File: src/rtl/core/spm_pkg.sv
// ----------------------------------------------------------------------------
// spm_pkg
// Shared widths, constants and the arctangent table of the sine PWM modulator.
// ----------------------------------------------------------------------------
package spm_pkg;

  localparam int SUPPLY_W   = 16;  // supply register, mV
  localparam int CMD_W      = 16;  // q-axis command, mV
  localparam int ANG_IN_W   = 16;  // angle input field
  localparam int DUTY_OUT_W = 16;  // duty output field

  localparam int U2_W    = 18;     // doubled and clamped command (half-mV)
  localparam int TURN_W  = 32;     // angle as a 32-bit fraction of a turn
  localparam int CORD_W  = 34;     // CORDIC x/y datapath
  localparam int TRIG_W  = 32;     // sin/cos, Q2.30
  localparam int VOLT_W  = 40;     // phase voltages, half-mV scaled by 2^16
  localparam int FULL_W  = SUPPLY_W + 17;  // full scale = supply * 2^17

  localparam int CORDIC_STEPS = 24;
  localparam logic signed [CORD_W-1:0] CORDIC_GAIN_Q30 = 34'sd652032874;
  localparam logic signed [U2_W-1:0]   SQRT3_Q16       = 18'sd113512;

  typedef logic signed [VOLT_W-1:0] phase_volt_t;
  typedef phase_volt_t phase_vec_t [3];

  // arctangent of 2^-i as a fraction of a turn scaled by 2^32
  function automatic logic signed [TURN_W-1:0] atan_turn(input int idx);
    logic signed [TURN_W-1:0] val;
    case (idx)
      0:       val = 32'sd536870912;
      1:       val = 32'sd316933406;
      2:       val = 32'sd167458907;
      3:       val = 32'sd85004756;
      4:       val = 32'sd42667331;
      5:       val = 32'sd21354465;
      6:       val = 32'sd10679838;
      7:       val = 32'sd5340245;
      8:       val = 32'sd2670163;
      9:       val = 32'sd1335087;
      10:      val = 32'sd667544;
      11:      val = 32'sd333772;
      12:      val = 32'sd166886;
      13:      val = 32'sd83443;
      14:      val = 32'sd41722;
      15:      val = 32'sd20861;
      16:      val = 32'sd10430;
      17:      val = 32'sd5215;
      18:      val = 32'sd2608;
      19:      val = 32'sd1304;
      20:      val = 32'sd652;
      21:      val = 32'sd326;
      22:      val = 32'sd163;
      23:      val = 32'sd81;
      default: val = '0;
    endcase
    return val;
  endfunction

endpackage

File: src/rtl/core/spm_mix.sv
// ----------------------------------------------------------------------------
// spm_mix
// Inverse Park and inverse Clarke in three stages: products, scale by sqrt(3),
// phase sums with the half-supply offset.
// ----------------------------------------------------------------------------
module spm_mix (
  input  logic                                  clk,
  input  logic                                  rst,
  input  logic [spm_pkg::SUPPLY_W-1:0]          supply,
  input  logic                                  in_valid,
  input  logic signed [spm_pkg::U2_W-1:0]       in_u2,
  input  logic signed [spm_pkg::TRIG_W-1:0]     in_sin,
  input  logic signed [spm_pkg::TRIG_W-1:0]     in_cos,
  output logic                                  out_valid,
  output spm_pkg::phase_vec_t                   out_volt
);
  import spm_pkg::*;

  localparam int PW = U2_W + TRIG_W;   // product width
  localparam int AW = PW + 1 - 14;     // alpha after the shift
  localparam int BW = PW - 14;         // beta after the shift
  localparam int MW = BW + U2_W;       // beta * sqrt(3)

  logic              vld1, vld2;
  logic signed [PW-1:0] prod_a, prod_b;
  logic signed [AW-1:0] alpha;
  logic signed [MW-1:0] beta_r3;

  logic signed [PW:0]   neg_a;
  logic signed [BW-1:0] beta;
  assign neg_a = -((PW+1)'(prod_a));
  assign beta  = BW'(prod_b >>> 14);

  logic signed [VOLT_W-1:0] sb, al, mid, diff_b, diff_c;
  assign sb     = VOLT_W'(beta_r3 >>> 16);
  assign al     = VOLT_W'(alpha);
  assign mid    = $signed(VOLT_W'({supply, 16'b0}));
  assign diff_b = sb - al;
  assign diff_c = -al - sb;

  always_ff @(posedge clk) begin
    if (rst) begin
      vld1      <= 1'b0;
      vld2      <= 1'b0;
      out_valid <= 1'b0;
    end else begin
      vld1      <= in_valid;
      vld2      <= vld1;
      out_valid <= vld2;
    end
  end

  always_ff @(posedge clk) begin
    prod_a      <= PW'(in_u2 * in_sin);
    prod_b      <= PW'(in_u2 * in_cos);
    alpha       <= AW'(neg_a >>> 14);
    beta_r3     <= MW'(SQRT3_Q16 * beta);
    out_volt[0] <= al + mid;
    out_volt[1] <= (diff_b >>> 1) + mid;
    out_volt[2] <= (diff_c >>> 1) + mid;
  end

endmodule

File: config.mk
export PLATFORM = sky130hd
export DESIGN_NAME = spm_mix
export DESIGN_NICKNAME = d
export VERILOG_FILES = /design/src/rtl/core/spm_pkg.sv /design/src/rtl/core/spm_mix.sv
export SDC_FILE = /design/constraint.sdc
export NUM_CORES = 2
export LEC_CHECK = 0
export BUFFER_PORTS_ARGS = -buffer_cell sky130_fd_sc_hd__buf_2
export CAP_MARGIN = 20
export CORE_MARGIN = 10
export CORE_UTILIZATION = 45
export DETAILED_ROUTE_END_ITERATION = 16
export PLACE_DENSITY_LB_ADDON = 0.25
export SETUP_SLACK_MARGIN = 0.02
export SLEW_MARGIN = 10
export SYNTH_ARGS = -nofsm -noshare
export SYNTH_HDL_FRONTEND = slang
export SYNTH_SLANG_ARGS = --single-unit
File: constraint.sdc
create_clock -name clk -period 20.5 [get_ports clk]
set_clock_uncertainty 0.05 [all_clocks]
set_input_delay 3.075 -clock clk [delete_from_list [all_inputs] [get_ports clk]]
set_output_delay 3.075 -clock clk [all_outputs]
set_load 0.03 [all_outputs]
==> run summary <==
The number of placed I/O pins is 222. During synthesis, Yosys emitted a total of 0 warnings. The area growth from synthesis to layout is 5.64%. The number of placement rows came out at 136. After floorplanning, the core was sized to cover 138,000 um2. The highest attainable clock frequency is 0.0949 GHz. In the routed layout, each cell is associated on average with a via count of 5.08.

The worst setup path is of the input port to register kind. The post-synth design cell area is 62,600 um2. The detail route stage leaves a number of antenna-violating nets equal to 0. The post-synthesis sequential area ratio is 8.98%. The number of synthesized flops with an enable pin came out at 0. The via count of the first global-routing pass is 47,400. The commonest cells after synthesis are inv_1, fa_1, nand2_1, ha_1, and2_1. Of all nets on the critical path, the largest fanout is 41. At the pin with the least slew margin, the transition time is 1.10 ns. The area fraction of the dominant cell type after synthesis came out at 44.4%. The overall fraction of global-route tracks in use is 22.0%. The initial antenna violation count came out at 11. The floorplan step defined a die boundary enclosing 155,000 um2. The post-detailed-route DRC marker count is 0. The proportion of layout cells with a drive suffix above 1 is 4.67%. Counting distinct cell types in the post-synthesis netlist gives 72. The leading register cell type out of synthesis is dfxtp_1.

The number of standard cells after synthesis came out at 6,832. The register bit total from synthesis is 281. The path class of the tightest hold or removal check is register to register. The root buffer cell is clkbuf_16. The flow ran to the end, and the final reports show no timing, DRC or antenna violations. For the worst flop-to-flop path, the logic depth is 22. The number of hold buffers added after CTS was 0.

The total congestion overflow is 0. The number of instances resized during post-cts repair came out at 0. The most common cell in the netlist is inv_1. The deepest level of the CTS H-tree came out at 1. Prior to clock tree synthesis, the placed netlist has a worst setup slack of 9.54 ns.

The signal arrival time at the worst endpoint is 10.95 ns. At the end of routability-driven placement, the weighted congestion stood at 0.920. The count of vias placed by the detailed router came out at 44,100. Setup repair after global routing left no endpoint under its margin. The initial utilization of the core area, before any placement, comes to 45.5%.

The DRC violation total after the first TritonRoute iteration came out at 2,803. The synthesized design spends more area on one cell type than any other, namely fa_1. For the final routed database, the setup TNS stands at 0 ns.

The post-synthesis net count is 8,880. The number of buffers on the longest clock path came out at 3. The shortest period the worst path allows came out at 10.54 ns. Buffers placed on the I/O ports in this run total 221. The worst hold path stage count came out at 0. The clock-pin slew on the worst setup and hold paths is 0.06 ns. Setup violations remaining at the end of the flow were counted as 0. The async set-or-reset flop fraction in the synthesized netlist is 0%. The mean area per synthesized cell is 9.17 um2. The HPWL reported at the end of detailed placement is 137,000 um. The worst setup path is captured at a register. The CTS tree is done. The final hold violation count is 0. The width of the die is 393 um.

At the worst endpoint, the required time is 20.91 ns. STA classifies the critical path startpoint as an input port. The TritonCTS buffer count came out at 27.

The total clock sinks is 281. The count of nets after finishing came out at 8,910. The number of search-and-repair iterations in the first detailed-routing pass came out at 7.

The average routed wire per standard cell came out at 19.3 um. The clock latency at the later pin of the worst-skew pair is 0.60 ns. After synthesis, the cell types taking the most area are fa_1, ha_1, inv_1, dfxtp_1, and2_1. The final-report max-slew violation count was 0.

The share of the clock period used by the worst path is 51.4%. The global-route wire length before repair came out at 267,000 um. For this block, the routed nets add up to 168,000 um of wire. The die is 393 um tall. The max-capacitance violation count came out at 0. The number of setup buffers added after CTS came out at 0.

The filler cell count came out at 13,300. Once routing completed, OpenROAD measured the worst setup slack at 9.96 ns. The worst max-slew margin expressed relative to the limit came out at 25.9%. The maximum number of pins on one net before global-route repair is 65.
[kinds of logic (layout without fill, tap and decap cells)]
family / Yosys count / in the layout / share of synthesized area (%)
compound gates: 621 / 621 / 6.31
xor+xnor: 284 / 284 / 3.97
fa+ha+maj: 1947 / 1947 / 55.5
buf+inv: 2007 / 2056 / 12.1
flops: 281 / 281 / 8.98
mux: 5 / 5 / 0.0819
other cells: 0 / 5 / 0
simple gates: 1687 / 1687 / 13.1
[state kept, by name, indices dropped and copies added, names as in the netlist]
signal and flops:
vld1 1, beta_r3 38, prod_a 50, alpha 37, out_volt 117, prod_b 36, vld2 1, out_valid 1
[layer usage]
layer / vias up / GRT usage [%] / wire length [um]
li1: 20300 / - / -
met1: 22200 / 31.6 / 76600
met2: 1533 / 35.0 / 74600
met3: 167 / 4.08 / 13700
met4: 4 / 3.73 / 2780
met5: - / 0 / 21
[per-stage QoR]
step	utilization, %	hold slack (ns)	cells	instance area, um2
after floorplan	-	0.281	6832	62600
after global placement	47.3	0.289	8627	65200
after detailed placement	47.3	0.294	8627	65200
after CTS	48.0	0.310	8675	66200
after global routing	48.0	0.320	8677	66200
final	48.0	0.305	8680	66200
[cell type report]
type	count	area (um2)	share of cell area, %
antenna	5	12.5	0.0189
clock buffer	30	697	1.05
clock inverter	18	240	0.363
inverter	1765	6630	10.0
multi-input combinational	4544	49500	74.7
sequential	281	5630	8.50
tap	1794	2240	3.39
timing repair buffer	243	1270	1.92
[final timing paths]
| kind | slack, ns | from | to |
|---|---|---|---|
| max | 9.96 | in_u2[13] | prod_a[49] |
| min | 0.31 | alpha[10] | out_volt[90] |
| max reg2reg | 13.83 | prod_b[25] | beta_r3[53] |
| min reg2reg | 0.31 | alpha[10] | out_volt[90] |
[cell usage in the layout (no fill, tap or decap), types with 36 or more instances in the layout]
master    Yosys  routed
fa_1       1390    1390
nor3_1       56      56
nand2_1     747     747
nor2b_1      38      38
a21oi_1     198     198
and2_1      451     451
xnor2_1     203     203
ha_1        557     557
nand3_1      39      39
inv_1      1764    1764
nor2_1      209     209
a21o_1      105     105
dfxtp_1     281     281
nand2b_1     36      36
xor2_1       81      81
buf_2         3     221
o21ai_0     117     117
[worst max-delay path, stage by stage]
cell and delay, ns:
buf_2 0.56, buf_4 0.63, nand2_1 0.16, fa_1 0.53, inv_1 0.06, fa_1 0.56, fa_1 0.44, fa_1 0.46
fa_1 0.50, inv_1 0.05, fa_1 0.48, inv_1 0.04, ha_1 0.45, and3_1 0.23, and2_1 0.14, nor2b_1 0.26
nand2_1 0.09, a2111oi_0 0.86, a21o_1 0.26, a21oi_1 0.16, o311ai_0 0.58, mux2i_1 0.25, nand4_1 0.09
Power is not shown: default switching activity piles up to over one toggle a cycle in this logic, so the estimate is an artifact.
