File: src/rtl/core/spm_pkg.sv
// ----------------------------------------------------------------------------
// spm_pkg
// Shared widths, constants and the arctangent table of the sine PWM modulator.
// ----------------------------------------------------------------------------
package spm_pkg;

  localparam int SUPPLY_W   = 16;  // supply register, mV
  localparam int CMD_W      = 16;  // q-axis command, mV
  localparam int ANG_IN_W   = 16;  // angle input field
  localparam int DUTY_OUT_W = 16;  // duty output field

  localparam int U2_W    = 18;     // doubled and clamped command (half-mV)
  localparam int TURN_W  = 32;     // angle as a 32-bit fraction of a turn
  localparam int CORD_W  = 34;     // CORDIC x/y datapath
  localparam int TRIG_W  = 32;     // sin/cos, Q2.30
  localparam int VOLT_W  = 40;     // phase voltages, half-mV scaled by 2^16
  localparam int FULL_W  = SUPPLY_W + 17;  // full scale = supply * 2^17

  localparam int CORDIC_STEPS = 24;
  localparam logic signed [CORD_W-1:0] CORDIC_GAIN_Q30 = 34'sd652032874;
  localparam logic signed [U2_W-1:0]   SQRT3_Q16       = 18'sd113512;

  typedef logic signed [VOLT_W-1:0] phase_volt_t;
  typedef phase_volt_t phase_vec_t [3];

  // arctangent of 2^-i as a fraction of a turn scaled by 2^32
  function automatic logic signed [TURN_W-1:0] atan_turn(input int idx);
    logic signed [TURN_W-1:0] val;
    case (idx)
      0:       val = 32'sd536870912;
      1:       val = 32'sd316933406;
      2:       val = 32'sd167458907;
      3:       val = 32'sd85004756;
      4:       val = 32'sd42667331;
      5:       val = 32'sd21354465;
      6:       val = 32'sd10679838;
      7:       val = 32'sd5340245;
      8:       val = 32'sd2670163;
      9:       val = 32'sd1335087;
      10:      val = 32'sd667544;
      11:      val = 32'sd333772;
      12:      val = 32'sd166886;
      13:      val = 32'sd83443;
      14:      val = 32'sd41722;
      15:      val = 32'sd20861;
      16:      val = 32'sd10430;
      17:      val = 32'sd5215;
      18:      val = 32'sd2608;
      19:      val = 32'sd1304;
      20:      val = 32'sd652;
      21:      val = 32'sd326;
      22:      val = 32'sd163;
      23:      val = 32'sd81;
      default: val = '0;
    endcase
    return val;
  endfunction

endpackage

File: src/rtl/core/spm_div.sv
// ----------------------------------------------------------------------------
// spm_div
// Duty computation for three phases: clamp to 0..full scale, then a restoring
// divider with one quotient bit per stage, then saturation.
// ----------------------------------------------------------------------------
module spm_div #(
  parameter int DUTY_BITS = 16
) (
  input  logic                                  clk,
  input  logic                                  rst,
  input  logic [spm_pkg::SUPPLY_W-1:0]          supply,
  input  logic                                  in_valid,
  input  spm_pkg::phase_vec_t                   in_volt,
  output logic                                  out_valid,
  output logic [spm_pkg::DUTY_OUT_W-1:0]        out_duty [3]
);
  import spm_pkg::*;

  localparam int DB = DUTY_BITS;
  localparam logic [DB-1:0] DUTY_TOP = '1;

  logic [FULL_W-1:0] full;
  logic signed [VOLT_W-1:0] full_s;
  assign full   = {supply, 17'b0};
  assign full_s = $signed(VOLT_W'(full));

  logic [FULL_W-1:0] rem [DB+1][3];
  logic [DB-1:0]     quo [DB+1][3];
  logic              sat [DB+1][3];
  logic              vld [DB+1];

  // clamp stage
  always_ff @(posedge clk) begin
    if (rst) begin
      vld[0] <= 1'b0;
    end else begin
      vld[0] <= in_valid;
    end
  end

  always_ff @(posedge clk) begin
    for (int l = 0; l < 3; l++) begin
      quo[0][l] <= '0;
      if (in_volt[l] < 0) begin
        rem[0][l] <= '0;
        sat[0][l] <= (full == '0);
      end else if (in_volt[l] >= full_s) begin
        rem[0][l] <= '0;
        sat[0][l] <= 1'b1;
      end else begin
        rem[0][l] <= FULL_W'(in_volt[l]);
        sat[0][l] <= 1'b0;
      end
    end
  end

  for (genvar k = 0; k < DB; k++) begin : g_step
    logic [FULL_W:0] trial [3];
    logic            fits  [3];

    always_comb begin
      for (int l = 0; l < 3; l++) begin
        trial[l] = {rem[k][l], 1'b0};
        fits[l]  = (trial[l] >= {1'b0, full});
      end
    end

    always_ff @(posedge clk) begin
      if (rst) begin
        vld[k+1] <= 1'b0;
      end else begin
        vld[k+1] <= vld[k];
      end
    end

    always_ff @(posedge clk) begin
      for (int l = 0; l < 3; l++) begin
        rem[k+1][l] <= fits[l] ? FULL_W'(trial[l] - {1'b0, full}) : FULL_W'(trial[l]);
        quo[k+1][l] <= {quo[k][l][DB-2:0], fits[l]};
        sat[k+1][l] <= sat[k][l];
      end
    end
  end

  always_ff @(posedge clk) begin
    if (rst) begin
      out_valid <= 1'b0;
    end else begin
      out_valid <= vld[DB];
    end
  end

  // zero supply forces zero duty
  always_ff @(posedge clk) begin
    for (int l = 0; l < 3; l++) begin
      if (supply == '0) begin
        out_duty[l] <= '0;
      end else if (sat[DB][l]) begin
        out_duty[l] <= DUTY_OUT_W'(DUTY_TOP);
      end else begin
        out_duty[l] <= DUTY_OUT_W'(quo[DB][l]);
      end
    end
  end

endmodule

File: config.mk
export PLATFORM = sky130hd
export DESIGN_NAME = spm_div
export DESIGN_NICKNAME = d
export VERILOG_FILES = /design/src/rtl/core/spm_pkg.sv /design/src/rtl/core/spm_div.sv
export SDC_FILE = /design/constraint.sdc
export NUM_CORES = 2
export LEC_CHECK = 0
export ABC_CLOCK_PERIOD_IN_PS = 10860
export CAP_MARGIN = 20
export CORE_UTILIZATION = 55
export DETAILED_ROUTE_END_ITERATION = 6
export DONT_BUFFER_PORTS = 1
export PLACE_DENSITY = 0.8
export SYNTH_ARGS = -nofsm -noshare
export SYNTH_HDL_FRONTEND = slang
export SYNTH_SLANG_ARGS = --single-unit
File: constraint.sdc
create_clock -name clk -period 10.86 [get_ports clk]
set_input_delay 3.258 -clock clk [delete_from_list [all_inputs] [get_ports clk]]
set_output_delay 3.258 -clock clk [all_outputs]
set_load 0.02 [all_outputs]
==> summary.txt <==
Finish
  • Area growth, synth to finish: 11.44%
  • Final #Nets: 9,080
  • Share of layout cells above drive strength 1: 0.09578

Logic synthesis
  • Post-Synth Simple-Gate Area: 0.1294
  • Syn Inst Count: 7,864
  • Commonest cells in the netlist: 1,647 x dfxtp_1, 816 x ha_1, 560 x a21oi_1
  • Number of synthesized flops with an enable pin: roughly 100
  • Seq/Total Area, Yosys: 0.4503
  • Main area contributors after synthesis: dfxtp_1 41%, ha_1 13%, mux2_2 4.7%
  • Post-synthesis average cell area: 10.18 sq um
  • Yosys cell types: 85
  • Mux cell area share after synthesis: 0.05560
  • Synth warnings: 0
  • Synth Area in Adders: 0.1389
  • Top-count cell post-synth: dfxtp_1
  • Synth area leader: dfxtp_1
  • Largest family of logic cells by synthesized area: compound AO/OA/AOI/OAI gates
  • Post-synthesis compound-gate area fraction: 0.1489
  • Share of the synthesized area in the top cell type: 0.4121
  • Asr flop ratio synth: 0
  • Top FF cell, synth: dfxtp_1
  • Post-Syn Area: ~0.08 sq mm
  • Xor/xnor share of the synthesized area: 0.05768
  • Yosys reg bits: approximately 1,700

Clock tree
  • CTS buffer count: between 150 and 200
  • CTS tree: done
  • Clock slew at reported path FFs: approximately 0.060 ns
  • # resized after CTS: 0
  • Setup Buffers After CTS: 0
  • Clock Latency Late Sink: 0.83 ns
  • H-tree depth: 4
  • CTS Buffer Depth: 3
  • Clock Sinks: between 1,500 and 2,000
  • CTS root buf: clkbuf_16
  • CTS Hold Bufs: 0

STA
  • Final period util: 0.6233
  • Final Hold Violating Endpoints: 0
  • Setup violators final: 0
  • Setup TNS: 0 ns
  • Max_slew headroom: 0.2935
  • RSZ-0062 raised after global routing: false
  • Highest clock rate: around 0.15 GHz
  • Worst Clk Skew: approximately 0.036 ns
  • Crit path time final: 6.769 ns
  • Tightest Pin Transition: between 1 and 1.5 ns
  • Pins Over Slew Limit: 0

Routing
  • Iter 0 DRT Violations: between 3,000 and 4,000
  • Via-to-Cell Ratio: ~5.8
  • Pre-Repair DR Iteration Count: 7
  • Routed WL: 186,500 microns
  • Drt wl/cell: roughly 18 microns
  • Antenna Nets Post-Route: 0
  • DR vias: a little under 60,000
  • DRC: 6

Global route
  • Largest net degree at the start of global routing: 53
  • Total global-route track usage: 0.2488
  • Vias in the first global route: about 58,000
  • Total grt overflow: 0
  • Initial antenna violation count: 1
  • First-pass GRT wire length: 296,100 microns

Pwr
  • Pwr/cell area: 334.4 mW/mm^2
  • Static leakage: approximately 38 nW
  • Total Power: roughly 0.030 W
  • VDD IR-drop max: 0.0001548 V

Floorplan
  • Num rows: around 140
  • Io pins: approximately 190
  • Core Box Area: between 0.1 and 0.15 sq mm
  • Die area: ~0.15 sq mm
  • Die width: around 380 microns
  • Die H: 383.4 microns
  • Initial core utilization: 0.5557

Worst setup path
  • CP cell instances: clkinv_2 > buf_4 > ha_1 > nor2b_1 > o31a_1 > o211ai_1 > a21oi_1 > o31ai_1 > o21ai_0 > a41oi_2 > mux2_2
  • Slowest CP cell: a41oi_2
  • Type of origin of the critical path: primary input
  • Kind of end point of the critical path: register
  • CP arrival: around 7.5 ns
  • Crit path max fanout: between 40 and 50
  • Data required, critical path: about 12 ns
  • Critical Path Max Stage Delay: around 0.84 ns
  • Worst Path Class, Setup: in -> reg

Run
  • Max-cap violations: 0

Worst hold path
  • Min-Delay Path Class: reg -> reg

Place
  • Post-DP HPWL: approximately 130,000 microns
  • IO buf count: 0
  • Routability cong.: 0.9475

Outcome
  • Outcome: finished with violations
  • Failing checks: DRC
[critical path: cells and delay by family]
kind | cells | cell delay (ns)
compound gates | 6 | 2.13
fa+ha+maj | 1 | 0.34
buf+inv | 2 | 0.97
mux | 1 | 0.41
simple gates | 1 | 0.15
[layer usage]
metal  global-route usage  up-vias  routed length, microns  share of wire
met2               0.4269     1765                   88350           0.47
met4               0.1229        0                    8878          0.048
met3              0.04029      484                    9499          0.051
met5                    0        -                       0              0
li1                     -    28796                       -              -
met1               0.3017    27446                   79730           0.43
[registers in the layout, summed over array words and instances (netlist names)]
| register | cells |
|---|---|
| out_duty | 48 |
| out_valid | 1 |
| quo | 408 |
| rem | 1224 |
| sat | 51 |
| vld | 17 |
[worst paths after layout]
kind	startpoint	cells past startpoint	end	slack, ns
setup / recovery	supply[1]	11	rem[3][59]	4.09
hold / removal	quo[9][0]	0	quo[10][1]	0.31
setup reg to reg	rem[0][50]	10	rem[1][59]	7.19
hold reg to reg	quo[9][0]	0	quo[10][1]	0.31
[power breakdown]
part           switching, W  leakage [nW]  internal (W)
clock               0.00261          3.05       0.00376
sequential          0.00124          14.8       0.00882
combinational       0.00709          20.4       0.00631
[layout by cell type (no fill, tap or decap), drive strengths merged, types with 238 or more instances in the layout]
| master | count |
|---|---|
| a21oi | 561 |
| clkbuf | 238 |
| o21ai | 455 |
| dfxtp | 1647 |
| mux2 | 338 |
| nand2 | 454 |
| nor2 | 544 |
| inv | 267 |
| xnor2 | 309 |
| ha | 816 |
[metrics by stage]
step | setup WS [ns] | instance area, sq um | instances | hold slack (ns) | util
finish | 4.091 | 89170 | 10131 | 0.3090 | 0.6192
floorplan | 3.854 | 80400 | 7965 | 0.3096 | -
detailed placement | 3.381 | 82770 | 9798 | 0.3121 | 0.5747
global route | 3.902 | 89160 | 10130 | 0.3160 | 0.6192
CTS | 4.250 | 89060 | 10123 | 0.3083 | 0.6185
global placement | 3.435 | 82750 | 9797 | 0.3098 | 0.5746
[kinds of logic (layout without fill, tap and decap cells)]
| family | Yosys count | in the layout |
|---|---|---|
| AND/OR/NAND/NOR | 2047 | 2047 |
| AO/OA/AOI/OAI | 1888 | 1888 |
| flip-flops | 1749 | 1749 |
| adder cells (fa/ha/maj) | 861 | 861 |
| XOR/XNOR | 527 | 527 |
| multiplexers | 400 | 400 |
| buffers and inverters | 391 | 653 |
| other | 1 | 103 |
[area by class of cell]
type / instances / area, sq um
antenna: 1 / 2.502
timing repair buffer: 58 / 504.2
clock inverter: 87 / 1305
tap: 1903 / 2381
clock buffer: 238 / 4992
multi-input combinational: 5825 / 42910
inverter: 270 / 1032
sequential: 1749 / 36030
fill: 11410 / 54840
Note: power is estimated with default switching activity, not from simulation.
